File: src/design/ram_generic.sv
// Generic single-port-write, one-read RAM with registered read data.
module ram_generic #(
   parameter int WIDTH = 8,
   parameter int DEPTH = 64
) (
   input  logic                     clock,
   input  logic                     wr_en,
   input  logic [$clog2(DEPTH)-1:0] wr_addr,
   input  logic [WIDTH-1:0]         wr_data,
   input  logic [$clog2(DEPTH)-1:0] rd_addr,
   output logic [WIDTH-1:0]         rd_data
);
   logic [WIDTH-1:0] mem_ff [DEPTH];

   always_ff @(posedge clock) begin
      if (wr_en) mem_ff[wr_addr] <= wr_data;
      rd_data <= mem_ff[rd_addr];
   end
endmodule

File: config.mk
export PLATFORM = sky130hd
export DESIGN_NAME = ram_generic
export DESIGN_NICKNAME = d
export VERILOG_FILES = /design/src/design/ram_generic.sv
export SDC_FILE = /design/constraint.sdc
export NUM_CORES = 1
export LEC_CHECK = 0
export BUFFER_PORTS_ARGS = -buffer_cell sky130_fd_sc_hd__buf_4
export CAP_MARGIN = 20
export CORE_MARGIN = 4
export CORE_UTILIZATION = 65
export CTS_CLUSTER_DIAMETER = 30
export DETAILED_ROUTE_END_ITERATION = 7
export PLACE_DENSITY = 0.82
export RECOVER_POWER = 100
export SLEW_MARGIN = 30
export SYNTH_ARGS = -nofsm -noshare
export SYNTH_HDL_FRONTEND = slang
export SYNTH_SLANG_ARGS = --single-unit
File: constraint.sdc
create_clock -name clock -period 4.2 [get_ports clock]
set_clock_uncertainty 0.15 [all_clocks]
set_input_delay 0.84 -clock clock [delete_from_list [all_inputs] [get_ports clock]]
set_output_delay 0.84 -clock clock [all_outputs]
set_load 0.05 [all_outputs]
## After elaboration in Yosys (flattened, before gate mapping)

Memories as Yosys holds them, arrays and structs flattened. A register that Yosys moved wholly into a read port is not among the register bits.
Index checks and enable logic that the tools add are counted.
W data, S select, Z words.

| cells by class | value |
|---|---|
| muxes and demuxes | 2 |

Operators with widths:

| kind | number |
|---|---|
| $mux W1 | 2 |

| word-level totals | value |
|---|---|
| output and inout port bits | 8 |
| RAM bits | 512 |
| input port bits | 22 |
| memories | 1 |
| logic and storage cells | 3 |
| bits in registers | 0 |

Memories:

| memory | depth | bits a word | read ports | clocked after memory_dff | write ports | line | RTL |
|---|---|---|---|---|---|---|---|
| mem_ff | 64 | 8 | 1 | 1 | 1 | 13 | `logic [WIDTH-1:0] mem_ff [DEPTH];` |

## Depth between registers and ports, before layout

| depth | value |
|---|---|
| word-level depth | 2 |
| depth in mapped cells | 9 |
| depth with buffers taken out | 5 |

## Worst setup path before layout

OpenSTA, ideal clock, no wires.

| path | value |
|---|---|
| path type | input port to flip-flop |
| start point | input rd_addr[1] |
| end point | register rd_data[3], read port of mem_ff |
| arrival time | 2380 ps |
| cell stages on the path | 7 |
| setup slack | 1542 ps |
| buffers on the path | 3 |
| library setup time | 128 ps |
| required time | 3922 ps |
| cells stage by stage | buf_4 buf_2 buf_2 mux4_2 mux4_2 o21ai_1 o41ai_1 |

RTL lines:

| element | line | RTL |
|---|---|---|
| start, declared | 10 | `input logic [$clog2(DEPTH)-1:0] rd_addr,` |
| end, declared | 11 | `output logic [WIDTH-1:0] rd_data` |

## Final worst setup path

| path | value |
|---|---|
| start point | input wr_data[6] |
| end point | memory mem_ff[19][6] (data pin) |

RTL lines:

| element | line | RTL |
|---|---|---|
| start, declared | 9 | `input logic [WIDTH-1:0] wr_data,` |
| end, declared | 13 |  |

Straight into the memory's write port.

==> run metrics <==
die area 33900 sq um; Inserted Clock Buffers 80; post-route non-filler standard cell count 1482; Post-Route WL 48700 um; relative slew slack -102%; Longest Clk Path Bufs 3; RSZ-0062 raised after global routing no; Placer Congestion 0.843; hpwl dp 25600 um; Root Buffer clkbuf_16; most common cell after layout, fill and taps aside edfxtp_1; cell accounting for the most synthesized area edfxtp_1; vias post-DR 10500; commonest cells after routing, fill and taps aside edfxtp_1, mux4_2, nor2_1; Critical Path Sink Type register; crit path kind in -> reg; Netlist cell types 40; worst hold margin 498 ps; Setup Viol. Count Final 0; total track usage 29.8%; first-pass GRT wire length 73100 um; pin count of the biggest net entering global routing 65; fin crit period 3190 ps; Post-CTS Setup Bufs 0; First-pass DRT Iterations 7; crit path launch type primary input; Post-Synth Simple-Gate Area 3.39%; antenna diode count 0; die height 184 um; Worst-Skew Late Latency 590 ps; ranking of synthesized cells by area edfxtp_1, mux4_2, nor2_1; Max VDD drop 426 uV; Max-Cap Viols 8; clock sink total 520; layout cell share with drive strength beyond 1 26.8%; Pins Over Slew Limit 520; H-tree lvl count 3; net count after synthesis 962; kind of cell adding the most delay to the critical path buffers and inverters; Synth Register Bits 520; Final Hold Viols 0; Power, Total 12.9 mW; f_max 314 MHz; Placed Instances 1334; synthesized area per cell 21.5 sq um; DR vias/cell 7.10; Initial Util 65.9%; Bufs and invs on worst path 1; I/O pin cnt 30; post-CTS resize count 0; Synth Area in Compound Gates 2.07%; hold buffers post-CTS 0; CTS tree done; critical path's slowest cell clkbuf_1; Final Cycle Share 75.9%; pre-CTS WS 787 ps; Least-Margin Pin Slew 3030 ps; vias in the first global route 10700; Synth Cell Area 20200 sq um; Routed Antenna Nets 0; Hold Crit Class in -> reg; WP data arrival 2970 ps; P&R area growth vs syn 15.7%; core area 30600 sq um; wire per inst 32.8 um; Synth Instances 940; clock-pin slew on the worst setup and hold paths 50 ps; failing checks max-capacitance violations, max-slew violations; Row Count 64; initial antenna violation count 0; Power Dens Cells 552 nW/um^2; Synth top area share 76.2%; Final WS setup 1010 ps; Leakage 7.40 nW; status complete, but fails checks; GRT Residual Overflow 0; sequential-to-total area share from yosys stat 77.0%; warnings from Yosys 0; max incr delay on CP 2090 ps; Die W 184 um; # fillers 1522; setup TNS 0 ps; CP max FO 64; post-synthesis xor/xnor area fraction 0%; mux cell area share after synthesis 15.9%; # DRC 0; largest family of logic cells by synthesized area multiplexers; Reg2Reg Setup Slack 1970 ps; adder-cell area share of the yosys netlist 0%; buffers added on ports 29; starting DRC count in detailed routing 1898; CP cell instances clkbuf_1; Req. time, crit path 3990 ps; # nets final 1042
## kinds of logic after synthesis
group                  Yosys count
muxes                          162
buffers and inverters           51
DFF                            520
and+or+nand+nor                153
AOI/OAI and AO/OA               54
## path summary, 6_finish.rpt
kind                 startpoint  depth (start not counted)       endpoint
hold reg to reg   mem_ff[22][1]                          4     rd_data[1]
setup reg to reg  mem_ff[21][4]                          5     rd_data[4]
hold / removal       rd_addr[5]                          2     rd_data[4]
setup / recovery     wr_data[6]                          1  mem_ff[19][6]
## cells in the mapped netlist
cell         n
edfxtp_1   512
mux4_2     126
nor2_1      83
mux2i_1     23
nand2_1     19
clkbuf_1    17
nor2b_1     14
buf_4       13
mux2_2      13
nand3_1     13
buf_2       11
dfxtp_1      8
o221ai_1     8
o22ai_1      8
nand2b_1     7
nor3_1       7
a221oi_1     6
a211oi_1     4
buf_1        4
buf_6        4
a21oi_1      3
a22oi_1      3
nand3b_1     3
o2111ai_1    3
o2bb2ai_1    3
a2111oi_0    2
buf_12       2
nand4_1      2
nor4_1       2
o21a_1       2
o21ai_0      2
o21ai_1      2
o221a_2      2
o32ai_1      2
o41ai_1      2
a31oi_1      1
and2_1       1
nand4b_1     1
o311ai_1     1
or3_1        1
## flip-flops by register name (all words and copies together) (netlist names)
register,cells
mem_ff,512
rd_data,8
## final cells by class
class	count	area, sq um	area share (%)
Timing Repair Buffer	49	312	1.34
Sequential cell	520	15500	66.6
Clock inverter	56	569	2.44
Tap cell	396	495	2.12
Clock buffer	92	2100	9.00
Multi-Input combinational cell	369	4320	18.5
## power by group
group	switching, mW	leakage (nW)	total [mW]	internal [mW]
combinational	0.372	1.43	0.564	0.191
clock	2.42	1.29	6.53	4.11
sequential	0.0217	4.67	5.79	5.76
total	2.81	7.40	12.9	10.1
## layer usage
metal	share of wire (%)	vias up	routed length, um	track usage (%)
li1	-	4112	-	-
met1	36	5359	17400	43.3
met2	49	878	23700	46.4
met3	12	166	5810	7.01
met4	3.8	0	1830	9.79
met5	0	-	0	0
## through the flow
| step | instance area [sq um] | util [%] |
|---|---|---|
| global placement | 20800 | 67.9 |
| finish | 23300 | 76.3 |
| floorplan | 20200 | - |
| global route | 23300 | 76.3 |
| detailed placement | 20800 | 67.9 |
| CTS | 23400 | 76.6 |
No activity file was read; power rests on OpenSTA's default activity.
