**src/design/dct_pkg.sv**
```systemverilog
// Shared types, constants and cosine basis for the 8x8 DCT block.
package dct_pkg;

   localparam int SAMPLE_WIDTH  = 12;
   localparam int COS_FRAC_BITS = 14;
   localparam int RESULT_WIDTH  = 16;
   localparam int BLK           = 8;
   localparam int BLK2          = 64;
   localparam int MID_WIDTH     = 19;
   localparam int COEF_WIDTH    = COS_FRAC_BITS + 2;
   localparam int ACC_WIDTH     = MID_WIDTH + COEF_WIDTH + 3;
   localparam int MULT_WIDTH    = MID_WIDTH + COEF_WIDTH;
   localparam int BIT_CNT_WIDTH = 5;

   typedef logic signed [SAMPLE_WIDTH-1:0]  sample_type;
   typedef logic signed [RESULT_WIDTH-1:0]  result_type;
   typedef logic signed [MID_WIDTH-1:0]     mid_type;
   typedef logic signed [COEF_WIDTH-1:0]    coef_type;
   typedef logic signed [ACC_WIDTH-1:0]     acc_type;

   typedef enum logic [2:0] {
      ST_FILL,
      ST_ROW,
      ST_COL,
      ST_EMIT
   } state_type;

   // command to the serial multiply-accumulate unit
   typedef struct packed {
      logic    start;
      logic    clear;
      mid_type operand;
      coef_type coef;
   } mac_cmd_type;

   typedef struct packed {
      logic    done;
      acc_type acc;
   } mac_rsp_type;

   function automatic logic signed [31:0] half_cos_q16(input logic [3:0] k);
      case (k)
         4'd0:    half_cos_q16 = 32'sd32768;
         4'd1:    half_cos_q16 = 32'sd32138;
         4'd2:    half_cos_q16 = 32'sd30274;
         4'd3:    half_cos_q16 = 32'sd27246;
         4'd4:    half_cos_q16 = 32'sd23170;
         4'd5:    half_cos_q16 = 32'sd18205;
         4'd6:    half_cos_q16 = 32'sd12540;
         4'd7:    half_cos_q16 = 32'sd6393;
         default: half_cos_q16 = 32'sd0;
      endcase
   endfunction

   // K[u][x] in Q1.COS_FRAC_BITS
   function automatic coef_type basis(input logic [2:0] u, input logic [2:0] x);
      logic [4:0]         k;
      logic signed [31:0] q16;
      logic signed [31:0] r;
      k = 5'((({2'b0, x} << 1) + 5'd1) * {2'b0, u});
      if (k > 5'd16) k = 5'(6'd32 - {1'b0, k});
      if (u == 3'd0) q16 = half_cos_q16(4'd4);
      else if (k > 5'd8) q16 = -half_cos_q16(4'(5'd16 - k));
      else q16 = half_cos_q16(k[3:0]);
      if (COS_FRAC_BITS >= 16) r = q16 <<< (COS_FRAC_BITS - 16);
      else r = (q16 + (32'sd1 <<< (15 - COS_FRAC_BITS))) >>> (16 - COS_FRAC_BITS);
      basis = COEF_WIDTH'(r);
   endfunction

endpackage

```
**src/design/dct_mac.sv**
```systemverilog
// Bit-serial multiply-accumulate: one coefficient bit per cycle.
module dct_mac (
   input  logic                 clock,
   input  logic                 reset,
   input  dct_pkg::mac_cmd_type cmd,
   output dct_pkg::mac_rsp_type rsp
);
   import dct_pkg::*;

   acc_type                  acc_ff, acc_in;
   acc_type                  prod_ff, prod_in;
   acc_type                  mcand_ff, mcand_in;
   logic [COEF_WIDTH-1:0]    mplier_ff, mplier_in;
   logic [BIT_CNT_WIDTH-1:0] cnt_ff, cnt_in;
   logic                     busy_ff, busy_in;
   logic                     done_ff, done_in;
   logic                     last_bit;

   assign last_bit = cnt_ff == BIT_CNT_WIDTH'(COEF_WIDTH - 1);

   always_comb begin
      acc_in    = acc_ff;
      prod_in   = prod_ff;
      mcand_in  = mcand_ff;
      mplier_in = mplier_ff;
      cnt_in    = cnt_ff;
      busy_in   = busy_ff;
      done_in   = 1'b0;
      if (cmd.start) begin
         if (cmd.clear) acc_in = '0;
         prod_in   = '0;
         mcand_in  = ACC_WIDTH'(cmd.operand);
         mplier_in = cmd.coef;
         cnt_in    = '0;
         busy_in   = 1'b1;
      end else if (busy_ff) begin
         // sign bit of the coefficient carries negative weight
         if (mplier_ff[0]) begin
            if (last_bit) prod_in = prod_ff - mcand_ff;
            else prod_in = prod_ff + mcand_ff;
         end
         mcand_in  = mcand_ff <<< 1;
         mplier_in = mplier_ff >> 1;
         cnt_in    = cnt_ff + 1'b1;
         if (last_bit) begin
            busy_in = 1'b0;
            done_in = 1'b1;
         end
      end else if (done_ff) begin
         acc_in = acc_ff + prod_ff;
      end
   end

   always_ff @(posedge clock) begin
      if (reset) begin
         busy_ff <= 1'b0;
         done_ff <= 1'b0;
         cnt_ff  <= '0;
      end else begin
         busy_ff <= busy_in;
         done_ff <= done_in;
         cnt_ff  <= cnt_in;
      end
      acc_ff    <= acc_in;
      prod_ff   <= prod_in;
      mcand_ff  <= mcand_in;
      mplier_ff <= mplier_in;
   end

   // acc valid in the cycle after done (accumulate happens then)
   logic acc_ready_ff;
   always_ff @(posedge clock) begin
      if (reset) acc_ready_ff <= 1'b0;
      else acc_ready_ff <= done_ff;
   end
   assign rsp.done = acc_ready_ff;
   assign rsp.acc  = acc_ff;
endmodule

```
**config.mk**
```make
export PLATFORM = sky130hd
export DESIGN_NAME = dct_mac
export DESIGN_NICKNAME = d
export VERILOG_FILES = /design/src/design/dct_pkg.sv /design/src/design/dct_mac.sv
export SDC_FILE = /design/constraint.sdc
export NUM_CORES = 1
export LEC_CHECK = 0
export BUFFER_PORTS_ARGS = -buffer_cell sky130_fd_sc_hd__clkbuf_2
export CAP_MARGIN = 20
export CELL_PAD_IN_SITES_DETAIL_PLACEMENT = 0
export CELL_PAD_IN_SITES_GLOBAL_PLACEMENT = 1
export CORE_MARGIN = 2
export CORE_UTILIZATION = 51
export CTS_BUF_LIST = sky130_fd_sc_hd__clkbuf_8 sky130_fd_sc_hd__clkbuf_16
export DETAILED_ROUTE_END_ITERATION = 12
export PLACE_DENSITY_LB_ADDON = 0.1
export SYNTH_ARGS = -nofsm -noshare
export SYNTH_HDL_FRONTEND = slang
export SYNTH_SLANG_ARGS = --single-unit
```
**constraint.sdc**
```tcl
create_clock -name clock -period 15.11 [get_ports clock]
set_clock_uncertainty 0.15 [all_clocks]
set_input_delay 4.533 -clock clock [delete_from_list [all_inputs] [get_ports clock]]
set_output_delay 4.533 -clock clock [all_outputs]
set_load 0.02 [all_outputs]
```
* Word-level counts from Yosys, hierarchy flattened
Cells that the tools add are included.
** Operators by class
- $add $sub $neg :: 4
- Eq/ne operators :: 3
- Multiplexer cells :: 13
- Bitwise logic cells :: 1
- Reductions and logical operators :: 6
** Operators by type and width (count)
- $mux 38 :: 7
- $add 38x38->38 :: 2
- $sub 38x38->38 :: 1
- $mux 16 :: 2
- $add 5x1->5 const B :: 1
- $eq 5x4->1 const B :: 1
- $mux 1 :: 4
- $ne 2x2->1 const B :: 2
- $reduce_bool 2->1 :: 2
- $reduce_and 3->1 :: 1
- $reduce_or 3->1 :: 1
- $reduce_and 2->1 :: 1
- $reduce_or 2->1 :: 1
- $not 1->1 :: 1
** Storage, ports and cells
- Register bits :: 138
- Input bits :: 39
- Output and inout port bits :: 39
- Word-level logic and storage cells :: 35

* Longest topological paths before layout
Gate-level depths: netlist of run 1.
- Depth after elaboration :: 4
- Depth in mapped cells :: 22
- Gate-level depth less buffers :: 21

* Worst setup path after synthesis of run 1
Ideal clock, no wire load.
- Path kind :: input to register
- Start :: input cmd[36] in the netlist's numbering
- End :: register acc_ff[0] (enable)
- Setup time :: 0.486 ns
- Data arrival time :: 8.413 ns
- Required time :: 14.474 ns
- Slack :: 6.061 ns
- Cell stages on the path :: 4
- Buffers on the path :: 2
- Cell sequence :: clkbuf_1 clkbuf_1 or2_2 o21ai_0
** Between the ends
- Word-level cells in the longest chain between the ends :: 2
- Elaborated cells between the ends (all ways) :: 4
- Classes of those cells :: 2 x eq/ne; 2 x reduce/logical
** RTL lines
- start, declared :: line dct_mac.sv:5 : input dct_pkg::mac_cmd_type cmd,
- $ne 2x2->1 (no source line) / $reduce_bool 2->1 (equally long branches)
- $reduce_and 3->1 (no source line) *
- end signal, assigned :: line dct_mac.sv:64 : acc_ff <= acc_in;
- end, declared :: line dct_mac.sv:10 : acc_type acc_ff, acc_in;
Mark *: on every way between the ends. The rest lies on a longest branch, timed or not.
A chain may end at the register's enable or synchronous reset.

* Worst setup path after layout of run 1
- Start :: input cmd[36] in the netlist's numbering
- End :: register mcand_ff[28], data pin
** Between the ends
- Word-level cells in the longest chain between the ends :: 1
** RTL lines
- $mux 38 :: line dct_mac.sv:29 : if (cmd.start) begin
- via mcand_in[28] :: line dct_mac.sv:12 : acc_type mcand_ff, mcand_in;
- end signal, assigned :: line dct_mac.sv:66 : mcand_ff <= mcand_in;
- end, declared :: line dct_mac.sv:12
The timed path passes the listed nets, and every way through them passes these cells.

==> results of run 1 <==
## cells in the mapped netlist, types with 3 or more instances
cell       count  area [µm²]
nor3b_1        3       22.52
o21ai_1       12       60.06
o21a_1        15       112.6
o31a_1         3       26.28
mux2_1         5       56.30
xnor2_1       61       534.3
nor4_1        11       68.82
nand2b_1       4       25.02
a221o_1        3       30.03
buf_1          9       33.78
mux2i_1        5       50.05
nand2_1       94       352.8
nand4_1       15       93.84
a41oi_1        5       43.79
nand3_1       16       80.08
xor2_1        24       210.2
edfxtp_1      92        2763
and3_1        12       75.07
a21o_1        46       345.3
nor2b_1       19       118.9
inv_1         48       180.2
o21ai_0       62       310.3
a21boi_1       4       30.03
o21bai_1      11       82.58
and2_1         9       56.30
o31ai_1        4       30.03
a31oi_1       16       100.1
dfxtp_1       46       920.9
a221oi_1       4       35.03
o2111ai_1      3       26.28
or2_2          3       18.77
a21oi_1       93       465.5
nor2_1       101       379.1
o211ai_1      10       75.07
ha_1          77       963.4
clkbuf_1      37       138.9
or3_1          4       25.02
nor3_1        26       130.1
a211oi_1       9       67.56
mux2_2        30       337.8
## worst max path at each step
stage                        end  slack, ps  cells after the start
finish              mcand_ff[28]       8650                      4
global route        mcand_ff[26]       8410                      4
CTS                 mcand_ff[24]       8620                      4
detailed placement  mcand_ff[24]       8160                      4
global placement    mcand_ff[20]       8240                      4
floorplan              acc_ff[0]       6060                      4
## logic make-up after synthesis
group | after synthesis
AO/OA/AOI/OAI | 327
XOR/XNOR | 85
adder cells (fa/ha/maj) | 79
flip-flops | 138
AND/OR/NAND/NOR | 332
buffers and inverters | 97
multiplexers | 40
## worst max-delay path, cell delays in order
cell and delay [ps]:
buf_4 590, buf_4 690, nand2_1 500, o21ai_0 230
## through the flow
stage | total power, mW | setup slack, ps
finish | 1.160 | 8653
global route | 1.221 | 8413
CTS | 1.167 | 8620
detailed placement | 0.7731 | 8164
global placement | 0.7717 | 8240
floorplan | 0.7023 | 6061
## where the power goes
part / leakage (nW) / switching (mW) / total [mW] / internal (mW)
sequential: 1.29 / 0.0317 / 0.474 / 0.443
combinational: 3.17 / 0.170 / 0.293 / 0.123
clock: 0.280 / 0.165 / 0.393 / 0.228
## routing by layer
layer	global-route usage, %	up-vias
li1	-	4156
met1	35.01	3667
met2	32.33	165
met3	3.232	13
met4	5.986	0
met5	0	-
## layout by cell type (no fill, tap or decap), drive strengths merged, types with 35 or more instances in the layout
master    n
a21o     46
a21oi    95
clkbuf   94
dfxtp    46
edfxtp   92
ha       77
inv      52
mux2     35
nand2    94
nor2    101
o21ai    74
xnor2    61
## cell type report
cell class	count	area, µm²	share of cell area [%]
multi-input cells	863	5909	53.31
flip-flops and latches	138	3684	33.23
clock buffers	18	439.2	3.962
repair buffers	83	432.9	3.906
well taps	265	331.6	2.991
inverters	48	180.2	1.625
clock inverters	14	107.6	0.9708
## sequential cells by signal, indices dropped and copies added (netlist names)
name / flops
cnt_ff: 5
mcand_ff: 38
busy_ff: 1
done_ff: 1
mplier_ff: 16
prod_ff: 38
acc_ff: 38
acc_ready_ff: 1
==> reports/qor.txt, run 1 <==
Die Span X = 143.7 µm
DR WL/cell = 15.95 µm
Max clock buf depth = 2
Ys async rst share = 0%
Final hold viol count = 0
Synth Area in Compound Gates = 21.17%
Final Cell Area = 11080 µm²
Inserted Clock Buffers = 17
Routability cong. = 0.8591
Row count = 51
Adder-Cell Fraction of Synth Area = 10.08%
Sequential area share after synthesis = 37.01%
Residual DRC = 0
Largest family of logic cells by synthesized area = compound AO/OA/AOI/OAI gates
R2r setup slk = 10330 ps
Sink Count = 138
Post-CTS Resized = 0
Slew @ Worst Pin = 809.9 ps
Yosys cell types = 77
Reg2reg start = mcand_ff[0]
Worst Path Max Fanout = 76
Mapped cell area = 9952 µm²
Post-route setup TNS = 0 ps
Synth Net Count = 1216
Vias in the first global route = 7221
Die Span Y = 143.7 µm
Clk root buf = clkbuf_16
All-Layer GR Usage = 22.48%
Final setup fails = 0
Ant. Diodes = 0
Outcome = completed
Post-DP Area = 10540 µm²
Reg2reg end = prod_ff[37]
Crit Path Category = input pin to flop
Port bufs = 77
Clk Latency, worst-skew pair = 420 ps
Area grow syn2layout = 11.38%
Largest net degree at the start of global routing = 77
Worst hold endpoint = cnt_ff[4]
Routed WL = 22790 µm
First-pass iteration count of the detailed router = 7
CP required = 15210 ps
FF-to-FF path depth = 21
Global-route wire length before repair = 36940 µm
Post-route ant nets = 0
Final Hold Slack = 343.3 ps
Arrival @ worst endpoint = 6550 ps
Vias per cell = 5.599
Seq cells post-synth = 138
# H-tree levels = 4
DP HPWL = 17020 µm
FMAX = 154.9 MHz
Hold depth = 2
Post-Synth Simple-Gate Area = 16.07%
Met3 wire length = 1065 µm
Multiplexer share of the synthesized area = 4.463%
Placed Cells = 1397
Fin util = 57.33%
Iter 0 DRT Violations = 368
Setup crit end kind = flop
Final Critical Period = 6457 ps
Layout cells sized above 1 = 13.92%
Worst-path clk slew = 60 ps
Max-slew headroom = 46.01%
Mapped Cells = 1098
CTS tree = built
Fin crit share = 42.73%
Top_reg_cell synth = edfxtp_1
# hold bufs at CTS = 0
RSZ-0062 raised after global routing = false
Post-layout net count = 1269
Max-Cap Viols = 0
Synth Warn # = 0
EDFF count, synth = 92
Leakage = 4.738 nW
Min-delay src = cnt_ff[4]
Starting density of the core = 51.47%
Die area = 20650 µm²
Ports = 78
Hold Path Class = flop to flop
Fillers = 1769
# Post-CTS Setup Buffers = 0
Final Slew Violations = 0
Synth Area in XOR/XNOR = 7.481%
Core area = 19330 µm²
PD cells = 104.7 nW/µm²
Synth Area per Inst = 9.064 µm²
Initial antenna violation count = 0
Routed wl met2 = 9280 µm
Vias = 8001
Peak VDD IR = 83.65 µV
Critical path origin = cmd[36]
Highest routed layer = met4
Layout Cells excl Fill = 1429
Remaining global-route overflow = 0
Startpoint Class = input pin
M1 WL = 12180 µm
No activity file was read; power rests on OpenSTA's default activity.
==> inputs of run 2 (changes only) <==
CORE_UTILIZATION = 43   (was 51)
clock period = 5.9 ns   (was 15.11 ns; I/O delays follow)
==> reports/qor.txt, run 2 (synthesis gave the netlist of run 1 again) <==
Outcome = completed
All-Layer GR Usage = 19.94%
Post-route setup TNS = 0 ps
CTS tree = built
Port bufs = 77
Initial antenna violation count = 0
Final Slew Violations = 0
DP HPWL = 17890 µm
Max-slew headroom = 37.21%
Switching Fraction = 30.70%
Clk Latency, worst-skew pair = 420 ps
Most common cell after layout, fill and taps aside = nor2_1
First-pass iteration count of the detailed router = 5
Leakage = 4.761 nW
Core area = 22710 µm²
Final Hold Slack = 343.3 ps
RSZ-0062 raised after global routing = false
Max clock buf depth = 2
Setup crit end kind = flop
Remaining global-route overflow = 0
Fin crit share = 79.11%
# H-tree levels = 4
Largest regs = acc_ff (38), mcand_ff (38), prod_ff (38)
PD cells = 273.7 nW/µm²
Worst Path Max Fanout = 7
Post-layout net count = 1272
Peak VDD IR = 192.8 µV
Post-CTS Resized = 0
Row count = 55
Global-route wire length before repair = 38700 µm
Area grow syn2layout = 12.35%
Vias per cell = 5.479
Clk root buf = clkbuf_16
Die Span Y = 156.1 µm
Inserted Clock Buffers = 17
Crit Path Category = flop to flop
Vias in the first global route = 7378
Worst-path clk slew = 70 ps
DR WL/cell = 16.34 µm
Die Span X = 156.1 µm
Startpoint Class = flop
Routed WL = 23730 µm
# Post-CTS Setup Buffers = 0
Residual DRC = 0
FMAX = 214.3 MHz
Starting density of the core = 43.82%
Sink Count = 138
Die area = 24380 µm²
Largest net degree at the start of global routing = 70
Part of the power in combinational logic = 24.7%
Iter 0 DRT Violations = 568
# hold bufs at CTS = 0
Hold Path Class = flop to flop
Routability cong. = 0.8451
Max-Cap Viols = 0
Arrival @ worst endpoint = 4820 ps
Final hold viol count = 0
Fillers = 2225
Clock share of power = 35.7%
Internal = 2.120 mW
Final setup fails = 0
Post-route ant nets = 0
Multi-input logic area = 5909 µm²
Slew @ Worst Pin = 938.3 ps
Vias = 7956
Layout cells sized above 1 = 14.14%
Most frequent cells in the layout = nor2_1, nand2_1, a21oi_1
Reg power frac = 39.6%
Ant. Diodes = 0
CP required = 6050 ps
Sw power = 939.5 µW
Final Critical Period = 4667 ps
Reg area = 3684 µm²
Ports = 78
==> run 2: changes by cell type in the layout (fill, tap and decap cells not counted), moves of 2 or more <==
cell        change
clkinvlp_4      +2
buf_4           +3
inv_4           -2
bufinv_16       +2
==> run 2: stage by stage <==
stage	util (%)	cells	area, µm²	power (mW)	setup slack, ps
after floorplan	-	1098	9952	1.798	649.2
after global placement	46.61	1420	10590	1.984	1350
after detailed placement	46.61	1420	10590	1.985	1219
after CTS	49.23	1452	11180	3.081	1191
after global routing	49.23	1452	11180	3.232	729.1
final	49.23	1452	11180	3.060	1233
==> run 2: worst max-delay path: stages (launching register included) <==
cell and delay [ps]:
edfxtp_1 410, inv_1 90, ha_1 150, nor2b_1 220, nand3_1 140, nor2b_1 330
nand2_1 120, nor2_1 190, a21oi_1 130, nor2_1 300, o21ai_0 180, xnor2_1 250
ha_1 340, and3_1 230, a21o_1 190, a21o_1 170, a21oi_1 180, a21oi_1 120
o21a_1 200, o21ai_1 140, mux2_1 320
==> run 2: final timing paths <==
kind,cells after the start,endpoint,from,slack (ps)
worst max-delay path,20,prod_ff[37],mcand_ff[0],1230
worst min-delay path,2,cnt_ff[4],cnt_ff[4],340
worst min register to register,2,cnt_ff[4],cnt_ff[4],340
worst max register to register,20,prod_ff[37],mcand_ff[0],1230
==> run 2: layout make-up <==
cell class	count	share of cell area [%]
Multi-Input combinational cell	863	52.85
Clock buffer	18	3.928
Tap cell	285	3.189
Timing Repair Buffer	86	4.073
Clock inverter	14	1.399
Inverter	48	1.611
Sequential cell	138	32.95
==> run 2: per-layer routing <==
layer | GRT usage (%) | vias up | part of all wire, %
li1 | - | 4161 | -
met1 | 30.60 | 3625 | 54
met2 | 28.87 | 154 | 41
met3 | 3.167 | 16 | 4.0
met4 | 5.286 | 0 | 1.2
met5 | 0 | - | 0
==> run 2: power by group through the flow <==
| stage | registers, mW | logic, mW | clock network, mW |
|---|---|---|---|
| floorplan | 1.22 | 0.573 | 0 |
| global placement | 1.23 | 0.753 | 0 |
| detailed placement | 1.23 | 0.753 | 0 |
| CTS | 1.21 | 0.757 | 1.11 |
| global route | 1.22 | 0.853 | 1.16 |
| finish | 1.21 | 0.756 | 1.09 |
==> inputs of run 3 (changes only) <==
CORE_UTILIZATION = 47   (was 43)
clock period = 4.42 ns   (was 5.9 ns; I/O delays follow)
==> reports/qor.txt, run 3 (synthesis gave the netlist of run 1 again) <==
Largest regs = acc_ff (38), mcand_ff (38), prod_ff (38)
Worst-path clk slew = 60 ps
Inserted Clock Buffers = 17
Sink Count = 138
Reg power frac = 38.5%
Worst Path Max Fanout = 4
Routability cong. = 0.9209
Fillers = 1945
Die area = 22350 µm²
Remaining global-route overflow = 0
Cells along the critical path = or4_4 -> nor3_4 -> nor3b_4 -> and3_4 -> nor2_1 -> xnor2_1 -> ha_1 -> a21o_1 -> a21oi_2 -> o21bai_1 -> a21oi_1 -> o211ai_1 -> a221o_1 -> o211ai_1 -> a2111oi_1 -> a311o_1
Port bufs = 77
Final Cell Area = 11540 µm²
R2r setup slk = 190 ps
Row count = 53
Final Hold Slack = 341.9 ps
Internal = 2.941 mW
Worst hold endpoint = cnt_ff[4]
RSZ-0062 raised after global routing = true
Vias = 8184
Layout cells sized above 1 = 18.20%
Residual DRC = 0
Post-layout net count = 1308
Slew @ Worst Pin = 721.3 ps
Outcome = completed
Switching Fraction = 29.95%
Ports = 78
Final setup fails = 0
FF-to-FF path depth = 16
Final Critical Period = 4229 ps
Startpoint Class = flop
Vias in the first global route = 7388
Largest net degree at the start of global routing = 70
Starting density of the core = 47.64%
Crit Path Category = flop to flop
Post-DP Area = 10790 µm²
DP HPWL = 17980 µm
Max-slew headroom = 51.91%
Placed Cells = 1437
Min-delay src = cnt_ff[4]
Initial antenna violation count = 0
Iter 0 DRT Violations = 453
Routed WL = 23960 µm
Hold Path Class = flop to flop
Final hold viol count = 0
Final Slew Violations = 0
Fin crit share = 95.68%
All-Layer GR Usage = 21.38%
# H-tree levels = 4
Leakage = 4.975 nW
Clk Latency, worst-skew pair = 420 ps
Vias per cell = 5.537
# hold bufs at CTS = 0
CTS tree = built
Clock share of power = 36.1%
Arrival @ worst endpoint = 4380 ps
Clk root buf = clkbuf_16
Reg2reg start = mcand_ff[13]
Max clock buf depth = 2
Global-route wire length before repair = 38040 µm
Area grow syn2layout = 16.00%
Die Span X = 149.5 µm
Reg area = 3684 µm²
Multi-input logic area = 5973 µm²
Crit-path slowest cell = or4_4
Die Span Y = 149.5 µm
Post-route setup TNS = 0 ps
Sw power = 1.257 mW
Post-route ant nets = 0
Most common cell after layout, fill and taps aside = nor2_1
Reg2reg end = prod_ff[34]
Slowest stage delay, CP = 560 ps
CP required = 4580 ps
Peak VDD IR = 246.9 µV
Fin util = 55.27%
FMAX = 236.5 MHz
Ant. Diodes = 0
Most frequent CP cell = o211ai_1
Max-Cap Viols = 0
Part of the power in combinational logic = 25.4%
Core area = 20890 µm²
Setup crit end kind = flop
Most frequent cells in the layout = nor2_1, nand2_1, edfxtp_1
Layout Cells excl Fill = 1478
First-pass iteration count of the detailed router = 5
PD cells = 363.7 nW/µm²
Hold depth = 2
DR WL/cell = 16.21 µm
## run 3: power by group through the flow
stage          sequential (mW)  combinational (mW)  clock (mW)
3_3_place_gp              1.64                1.04           0
5_1_grt                   1.63                1.19        1.61
6_report                  1.62                1.07        1.52
2_1_floorplan             1.63               0.766           0
3_5_place_dp              1.64                1.04           0
4_1_cts                   1.61                1.05        1.55
## run 3: critical path: cells and delay by family, from the launching register on
kind | cells | cell delay [ps]
AOI/OAI and AO/OA | 9 | 1840
xor gates and xnor gates | 1 | 130
adders and majority gates | 1 | 290
DFF | 1 | 380
and+or+nand+nor | 5 | 1310
## run 3: stage by stage
step                      setup slack (ps)  power (mW)
after global routing                -44.90       4.426
after CTS                            72.22       4.211
after detailed placement             16.50       2.681
after global placement               144.6       2.676
after floorplan                      242.4       2.400
final                                191.0       4.199
## run 3: layer usage
layer	track usage [%]	vias up	routed length (µm)
met4	5.381	0	254
met1	33.25	3775	12820
met3	2.988	16	1026
met2	30.94	169	9854
li1	-	4224	-
met5	0	-	0
## run 3: cell type report
cell class | instances | area share [%]
clock buffer | 19 | 3.923
clock inverter | 13 | 1.496
inverter | 48 | 1.561
multi-input combinational | 863 | 51.74
sequential | 138 | 31.91
tap | 275 | 2.980
timing repair buffer | 122 | 6.394
## run 3: how the worst max path moves through the flow
stage	from	end
3_3_place_gp	mcand_ff[1]	prod_ff[37]
6_report	mcand_ff[13]	prod_ff[34]
2_1_floorplan	mcand_ff[11]	prod_ff[30]
4_1_cts	mcand_ff[3]	prod_ff[34]
5_1_grt	mcand_ff[1]	prod_ff[37]
3_5_place_dp	mcand_ff[1]	prod_ff[37]
## run 3: repair_timing
item                                    in CTS  in global routing
pin swaps                                    0                 10
endpoints found under the setup margin       1                 10
gates resized for setup                      1                 19
setup buffers                                0                  9
endpoints found under the hold margin        0                  0
